<file path="src/rtl/assert_macros.svh">
// Concurrent assertion helpers, clocked on clk_i and disabled in reset.
`ifndef ASSERT_MACROS_SVH
`define ASSERT_MACROS_SVH

// Check an implication on every clock edge.
`define FRIR_ASSERT(label, prop, msg) \
  label: assert property (@(posedge clk_i) disable iff (!rst_ni) prop) \
    else $error(msg);

// Check that a condition holds on every clock edge.
`define FRIR_ASSERT_ALWAYS(label, cond, msg) \
  `FRIR_ASSERT(label, (cond), msg)

`endif

</file>
<file path="src/rtl/frir_mul.sv">
module frir_mul #(
  parameter int unsigned XW = 33,
  parameter int unsigned YW = 17
) (
  input  logic                     clk_i,
  input  logic                     en_i,
  input  logic signed [XW-1:0]     x_i,
  input  logic signed [YW-1:0]     y_i,
  output logic signed [XW+YW-1:0]  p_o
);

  logic signed [XW+YW-1:0] p_q;

  always_ff @(posedge clk_i) begin
    if (en_i) begin
      p_q <= x_i * y_i;
    end
  end

  assign p_o = p_q;

endmodule

</file>
<file path="config.mk">
export PLATFORM = sky130hd
export DESIGN_NAME = frir_mul
export DESIGN_NICKNAME = d
export VERILOG_FILES = /design/src/rtl/assert_macros.svh /design/src/rtl/frir_mul.sv
export SDC_FILE = /design/constraint.sdc
export NUM_CORES = 2
export LEC_CHECK = 0
export BUFFER_PORTS_ARGS = -buffer_cell sky130_fd_sc_hd__buf_2
export CAP_MARGIN = 0
export CORE_AREA = 2 2 163 228
export CTS_CLUSTER_DIAMETER = 50
export DETAILED_ROUTE_END_ITERATION = 10
export DIE_AREA = 0 0 165 230
export PLACE_DENSITY = 0.73
export SYNTH_ARGS = -nofsm -noshare
export SYNTH_HDL_FRONTEND = slang
export SYNTH_SLANG_ARGS = --single-unit
</file>
<file path="constraint.sdc">
create_clock -name clk_i -period 14.8 [get_ports clk_i]
set_clock_uncertainty 0.2 [all_clocks]
set_input_delay 1.48 -clock clk_i [delete_from_list [all_inputs] [get_ports clk_i]]
set_output_delay 1.48 -clock clk_i [all_outputs]
set_load 0.03 [all_outputs]
</file>
==> results.tsv <==
metric	value	unit
H-Tree Depth	2	
largest net degree at the start of global routing	51	
cts hold-fix bufs	0	
syn nets	2859	
CP Class	input pin to register	
Rel. slew slack	0.418	
register area	1500	um^2
worst slew pin tran	0.867	ns
fmax	0.121	GHz
unrepaired setup endpoints after global routing	no	
area of the multi-input gates	16800	um^2
Die Ht	230	um
sequential area share after synthesis	0.0729	
Setup crit end kind	register	
vias in the first global route	16800	
detailed placer's ending HPWL	41100	um
Max-cap violations	0	
WHS Path Cells	2	
Top Ports	102	
vias	14900	
synth warn	0	
gpl congestion	0.974	
HP Start	x_i[0]	
CTS clk-pin slew, worst paths	0.08	ns
Max clock buf depth	2	
area leader, netlist	fa_1	
Placement Rows	82	
Hold Vio Cnt, Final	0	
Required @ worst endpoint	14.72	ns
Largest register FFs	50	
ys flop type	edfxtp_1	
final setup violation count	0	
first-pass GRT wire length	85700	um
# diodes	0	
CTS tree	yes	
Total GRT Usage	0.296	
post-CTS setup buffer count	0	
Area contributors post-synth	fa_1, inv_1, edfxtp_1	
number of buffers created by CTS	5	
Worst Hold Path EP	p_o[0]	
post-synth cell types	59	
PortBufs	101	
Hold Path Class	input pin to register	
1st-pass router iterations	5	
Final nets	2884	
WL final	51900	um
Yosys top cell area share	0.521	
initial antenna violation count	1	
#FFs+latches synth	50	
drt wl/cell	19.7	um
DIE AREA	38000	um^2
Initial Utilization	0.575	
Slew Limit Fails	0	
area growth from synthesis to layout	4.55	%
root buffer cell	clkbuf_16	
Avg Cell Area, Syn	9.56	um^2
GRT overflow	0	
fin area	21500	um^2
cts repair resizes	0	
worst-path maximum fanout	27	
top-count cell post-synth	fa_1	
min Tclk post-route	8.25	ns
fill count	3048	
die width	165	um
clk sinks	50	
core area	35800	um^2
Iter 0 DRT Violations	866	
outcome	finished, final reports clean	
layout cell share with drive strength beyond 1	0.0628	
critical path launch point type	input pin	
Placed Area	21400	um^2
Final period util	0.558	
asr flop ratio synth	0	
Mapped Area	20600	um^2
Syn Inst Count	2154	
Fin Setup TNS	0	ns
number of enable flip-flop cells after synthesis	50	
Post-synth top cells	fa_1, inv_1, nand2_1, and2_1, ha_1	
Critical Path AT	8.18	ns
Final ANT Viol Nets	0	
number of remaining DRC errors	0	
vias per cell	5.62	
cell usage in the layout, fill, tap and decap left out, types with 10 or more instances in the layout:
cell type and count:
fa_1 536, inv_1 511, nand2_1 323, and2_1 232
ha_1 117, buf_2 101, edfxtp_1 50, nor2_1 48
a21oi_1 43, xnor2_1 40, o21ai_0 18, a21o_1 15
nand2b_1 14, nor3_1 11, xor2_1 10
kinds of logic (layout without fill, tap and decap cells):
| family | count (synthesis) | count (layout) | share of synthesized area |
|---|---|---|---|
| flip-flops | 50 | 50 | 0.0729 |
| AND/OR/NAND/NOR | 666 | 666 | 0.157 |
| multiplexers | 2 | 2 | 0.000973 |
| buffers and inverters | 598 | 624 | 0.109 |
| XOR/XNOR | 50 | 50 | 0.0213 |
| adder cells (fa/ha/maj) | 653 | 653 | 0.592 |
| AO/OA/AOI/OAI | 135 | 135 | 0.0460 |
critical path: stages:
cell	delay, ns
buf_2	0.21
clkinv_1	0.72
nor2_1	0.34
fa_1	0.47
fa_1	0.52
fa_1	0.43
fa_1	0.45
fa_1	0.53
inv_1	0.06
fa_1	0.47
inv_1	0.04
ha_1	0.33
a21oi_1	0.28
o21ai_0	0.17
a31oi_1	0.19
o21ai_0	0.22
a32o_1	0.30
a21oi_2	0.39
a21oi_1	0.18
o311ai_0	0.36
per-stage QoR:
stage	std cells	setup WS, ns	utilization	hold WS, ns
finish	2642	6.55	0.601	1.56
global route	2642	6.19	0.601	1.58
CTS	2642	6.55	0.601	1.53
detailed placement	2634	6.22	0.597	1.76
global placement	2634	6.42	0.597	1.76
floorplan	2154	7.52	-	1.39
how the worst max path moves through the flow:
stage,endpoint,startpoint,depth (start not counted)
finish,p_o[48],y_i[16],20
global route,p_o[48],y_i[16],20
CTS,p_o[48],y_i[16],20
detailed placement,p_o[48],y_i[16],20
global placement,p_o[48],y_i[16],20
floorplan,p_o[45],y_i[2],23
cell type report:
class                           instances  share of cell area
Clock inverter                          3             0.00134
Inverter                              512              0.0893
Timing Repair Buffer                  104              0.0245
Sequential cell                        50              0.0698
Clock buffer                            5             0.00581
Tap cell                              462              0.0269
Multi-Input combinational cell       1506               0.782
routing by layer:
layer | global-route usage | wire length [um] | part of all wire | vias up
met5 | 0 | 0 | 0 | -
met4 | 0.162 | 3100 | 0.060 | 0
met3 | 0.0402 | 2930 | 0.056 | 189
met2 | 0.531 | 28200 | 0.54 | 575
met1 | 0.337 | 17700 | 0.34 | 7753
li1 | - | - | - | 6337
Power is not shown: default switching activity piles up to over one toggle a cycle in this logic, so the estimate is an artifact.
